### src/hw/rtl/trsd_pkg.sv
// ----------------------------------------------------------------------------
// trsd_pkg: shared types and constants for the token repeat and stop detector
// Status codes, register indexes, field widths and the cell control word.
// ----------------------------------------------------------------------------
package trsd_pkg;

   // field widths
   localparam int TOKEN_W  = 17;
   localparam int NGRAM_W  = 6;
   localparam int LIMIT_W  = 11;
   localparam int STATUS_W = 3;
   localparam int CSR_IDX_W = 3;

   // default sizes
   localparam int HISTORY_DEPTH_DEF = 1024;
   localparam int MAX_NGRAM_DEF     = 32;

   // register reset values
   localparam logic [NGRAM_W-1:0] NGRAM_RST = NGRAM_W'(6);
   localparam logic [LIMIT_W-1:0] LIMIT_RST = LIMIT_W'(1024);
   localparam logic [TOKEN_W-1:0] END_TOKEN_RST = TOKEN_W'(120020);

   // register indexes
   localparam logic [CSR_IDX_W-1:0] CSR_NGRAM_LEN   = 3'd0;
   localparam logic [CSR_IDX_W-1:0] CSR_TOKEN_LIMIT = 3'd1;
   localparam logic [CSR_IDX_W-1:0] CSR_END_TOKEN_A = 3'd2;
   localparam logic [CSR_IDX_W-1:0] CSR_END_TOKEN_B = 3'd3;
   localparam logic [CSR_IDX_W-1:0] CSR_END_TOKEN_C = 3'd4;

   // status codes
   localparam logic [STATUS_W-1:0] STAT_CONTINUE = 3'd0;
   localparam logic [STATUS_W-1:0] STAT_END      = 3'd1;
   localparam logic [STATUS_W-1:0] STAT_REPEAT   = 3'd2;
   localparam logic [STATUS_W-1:0] STAT_LIMIT    = 3'd3;
   localparam logic [STATUS_W-1:0] STAT_CANCEL   = 3'd4;
   localparam logic [STATUS_W-1:0] STAT_IDLE     = 3'd5;

   // control for one compare cell
   typedef struct packed {
      logic shift_win;
      logic shift_tail;
   } cell_ctl_type;

endpackage

### src/hw/rtl/trsd_cell.sv
// ----------------------------------------------------------------------------
// trsd_cell: one compare cell of the n-gram chain
// Holds one scan window token and one tail token, both shifting along the row,
// and flags when the two are equal.
// ----------------------------------------------------------------------------
module trsd_cell
   import trsd_pkg::*;
(
   input  logic               clock,
   input  cell_ctl_type       ctl,
   input  logic [TOKEN_W-1:0] win_prev,
   input  logic [TOKEN_W-1:0] tail_prev,
   output logic [TOKEN_W-1:0] win_out,
   output logic [TOKEN_W-1:0] tail_out,
   output logic               match
);

   logic [TOKEN_W-1:0] win_ff, win_in;
   logic [TOKEN_W-1:0] tail_ff, tail_in;

   // next values: take the neighbor's token on a shift
   always_comb begin
      win_in  = ctl.shift_win  ? win_prev  : win_ff;
      tail_in = ctl.shift_tail ? tail_prev : tail_ff;
   end

   always_ff @(posedge clock) begin
      win_ff  <= win_in;
      tail_ff <= tail_in;
   end

   assign win_out  = win_ff;
   assign tail_out = tail_ff;
   assign match    = (win_ff == tail_ff);

endmodule

### config.mk
export PLATFORM = sky130hd
export DESIGN_NAME = trsd_cell
export DESIGN_NICKNAME = d
export VERILOG_FILES = /design/src/hw/rtl/trsd_pkg.sv /design/src/hw/rtl/trsd_cell.sv
export SDC_FILE = /design/constraint.sdc
export NUM_CORES = 1
export LEC_CHECK = 0
export ABC_AREA = 1
export BUFFER_PORTS_ARGS = -buffer_cell sky130_fd_sc_hd__buf_2
export CAP_MARGIN = 0
export CELL_PAD_IN_SITES_DETAIL_PLACEMENT = 0
export CELL_PAD_IN_SITES_GLOBAL_PLACEMENT = 1
export CORE_ASPECT_RATIO = 1.4
export CORE_MARGIN = 2
export CORE_UTILIZATION = 35
export CTS_BUF_LIST = sky130_fd_sc_hd__clkbuf_8 sky130_fd_sc_hd__clkbuf_16
export CTS_CLUSTER_DIAMETER = 120
export CTS_CLUSTER_SIZE = 14
export DETAILED_ROUTE_END_ITERATION = 16
export PLACE_DENSITY_LB_ADDON = 0.1
export REMOVE_ABC_BUFFERS = 1
export SYNTH_ARGS = -nofsm -noshare
export SYNTH_HDL_FRONTEND = slang
export SYNTH_SLANG_ARGS = --single-unit
### constraint.sdc
create_clock -name clock -period 1.6 [get_ports clock]
set_input_delay 0 -clock clock [delete_from_list [all_inputs] [get_ports clock]]
set_output_delay 0 -clock clock [all_outputs]
set_load 0.005 [all_outputs]
======== Yosys cells after proc, flatten, opt, wreduce, memory -nomap -nowiden ========
Cells that the tools add are included.
cells by class
  bitwise logic cells ..................... 0
  shifts and indexed selects .............. 0
  multiply operators ...................... 0
  add/subtract/negate cells ............... 0
  divide/modulo/power cells ............... 0
  mux-type cells .......................... 0
  order comparisons ....................... 0
  reductions and logical operators ........ 0
  eq/ne operators ......................... 1
operators by type and width
  kind            number
  $eq A17 B17 Y1  1
storage, ports and cells
  register bits ........................... 34
  output and inout bits ................... 35
  input bits .............................. 37
  bits in writable memories ............... 0
  memories ................................ 0
  latch bits .............................. 0
  ROM bits ................................ 0
  logic and storage cells ................. 3

======== Logic depth before layout (Yosys ltp) ========
  word-level depth ........................ 1
  gate-level depth with buffers ........... 7

======== Worst setup path before layout ========
No wires, ideal clock.
  path kind ............................... flip-flop to output port
  start point ............................. register tail_ff[10] (netlist: tail_out[10])
  end point ............................... output port match
  required time ........................... 1.600 ns
  data arrival time ....................... 0.875 ns
  buffers on the path ..................... 0
  stages on the path, launching flop included .. 6
  slack ................................... 0.725 ns
  path through ............................ edfxtp_1 > xnor2_1 > nand2_1 > nor2_1 > nand3_1 > nor2_1
between the ends
  longest elaborated chain between the ends .. 1
ends and longest elaborated chain
  element                 line             RTL
  start, declared         trsd_cell.sv:19  logic [TOKEN_W-1:0] tail_ff, tail_in;
  start signal, assigned  trsd_cell.sv:29  tail_ff <= tail_in;
  $eq A17 B17 Y1          trsd_cell.sv:34  assign match = (win_ff == tail_ff);
  end, declared           trsd_cell.sv:15  output logic match
Every way passes these cells.

======== Final worst setup path ========
  start point ............................. register tail_ff[2] (netlist: tail_out[2])
  end point ............................... output port match
The elaborated chain is that of the path after synthesis.

==> results.txt <==
dpl hpwl - 1.95 mm
met3 global-route usage - 3.77%
cell area power density - 936 nW/um^2
Post-Syn Area - 1270 sq um
antenna violations before repair - 0
CTS Buf Count - 5
Setup CP Type - reg -> out
Hold Vio Cnt, Final - 0
Worst path most repeated cell - nor2_1
Synth Area per Inst - 15.3 sq um
synthesis-to-layout area growth - 65.3%
initial drt markers - 7
Syn Inst Count - 83
RSZ-0062 raised after global routing - no
routed vias - 1006
worst slew pin tran - 0.420 ns
period utilization - 83.6%
CTS tree - yes
max_slew headroom - 72.0%
Max Root-Sink Buffers - 2
count of cell types in the netlist - 9
FMAX - 747 MHz
die extent in x - 54.8 um
pre-CTS setup slack - 0.519 ns
Finished Layout Cells - 236
Yosys warning count - 0
vias in the first global route - 959
worst path arrival time - 1.34 ns
met1 usage - 14.4%
Power, Total - 1.96 mW
Worst EP required - 1.60 ns
diode count - 0
Seq/Total Area, Yosys - 80.6%
Core Rows - 25
most frequent cells in the layout - 71 x buf_2, 34 x dlygate4sd3_1, 34 x edfxtp_1, 18 x nand2_1, 10 x inv_1
DR WL/cell - 11.9 um
die area - 4120 sq um
layout cell share with drive strength beyond 1 - 39.3%
htree depth - 2
final hold slack - 0.179 ns
first-pass GRT wire length - 4.07 mm
post-CTS setup repair buffer count - 0
Worst-path clk slew - 0.07 ns
Filler cells - 309
critical path launch point type - flop
Post-Route WL - 2.82 mm
Placed Instances - 194
PortBufs - 71
highest-delay cell along the critical path - edfxtp_1
Yosys reg bits - 34
Final nets - 232
status - complete, no violations
Hold Crit Class - in -> reg
static leakage - 0.944 nW
CP Max Fanout - 2
setup TNS - 0 ns
post-route ant nets - 0
Starting Density - 37.1%
Clock Sinks - 34
Max Cap Viol - 0
die height - 75.2 um
drt pass-1 iters - 4
dominant cell type by area after synthesis - edfxtp_1
commonest non-fill, non-tap cell in the layout - buf_2
Tmin final - 1.34 ns
Largest stage delay, worst path - 0.42 ns
final setup fails - 0
Synth area leaders - edfxtp_1 81%, nand2_1 5.3%, xnor2_1 4.8%
Storage cell area - 1020 sq um
pin count of the biggest net entering global routing - 18
GP Congestion - 0.658
maximum VDD drop - 0.000777 V
setup ws final - 0.262 ns
drt via density - 4.26
critical-path cell list - xnor2_1 -> nand2_1 -> nor2_1 -> nand3_1 -> nor2_1 -> buf_2
Synth top area share - 80.6%
io pins - 72
area of the multi-input gates - 211 sq um
Slew Viols, Final - 0
# DRC - 0
met2 GRT Util - 26.9%
critical path endpoint category - output port
core area - 3410 sq um
Root Buffer - clkbuf_8
global route overflow - 0
Total GRT Usage - 15.1%
Most Crowded Layer GR - met2
-- cell usage after synthesis --
library cell  instances
xnor2_1               7
o22ai_1               1
inv_1                 9
nor2_1                7
o21ai_0               1
nand2_1              18
edfxtp_1             34
nand3_1               2
xor2_1                4
-- logic make-up (layout without fill, tap and decap cells) --
family,after synthesis,after routing,share of synthesized area [%]
buf+inv,9,122,2.67
flops,34,34,80.6
compound gates,2,2,0.889
simple gates,27,27,8.20
xor+xnor,11,11,7.61
-- state kept, by name (all words and copies together), names as in the netlist --
| register | cells |
|---|---|
| win_out | 17 |
| tail_out | 17 |
-- path summary, 6_finish.rpt --
path,from,end,slack [ns],cells after the start
worst max-delay path,tail_out[2],match,0.26,6
worst min-delay path,ctl[1],win_out[3],0.18,1
-- area by class of cell --
type                       instances  area share, %
clock buffer                       5           3.29
tap                               40           2.39
inverter                           9           1.61
timing repair buffer             105           33.2
sequential                        34           48.8
multi-input combinational         40           10.1
clock inverter                     3          0.598
-- critical path: cells and delay by family (launching register included) --
kind | cells | cell delay (ns)
xor gates and xnor gates | 1 | 0.17
buffers and inverters | 1 | 0.11
DFF | 1 | 0.42
and+or+nand+nor | 4 | 0.34
-- repair_timing --
item,CTS,global route
endpoints found under the hold margin,34,0
hold buffers,34,0
resized for setup,0,0
-- power breakdown --
part	switching, mW	leakage [nW]	internal (mW)
clock	0.291	0.0468	0.292
combinational	0.105	0.564	0.166
sequential	0.0427	0.333	1.06
total	0.439	0.944	1.52
-- stage by stage --
stage / util, % / area [sq um]
5_1_grt: 61.4 / 2090
3_3_place_gp: 49.0 / 1670
6_report: 61.4 / 2090
3_5_place_dp: 49.0 / 1670
4_1_cts: 61.4 / 2090
2_1_floorplan: - / 1270
-- routing by layer --
layer | vias to the layer above | wire length (um)
met5 | - | 0
met4 | 0 | 54
met3 | 6 | 205
met2 | 44 | 1540
met1 | 454 | 1020
li1 | 502 | -
(Power assumes the default switching activity.)
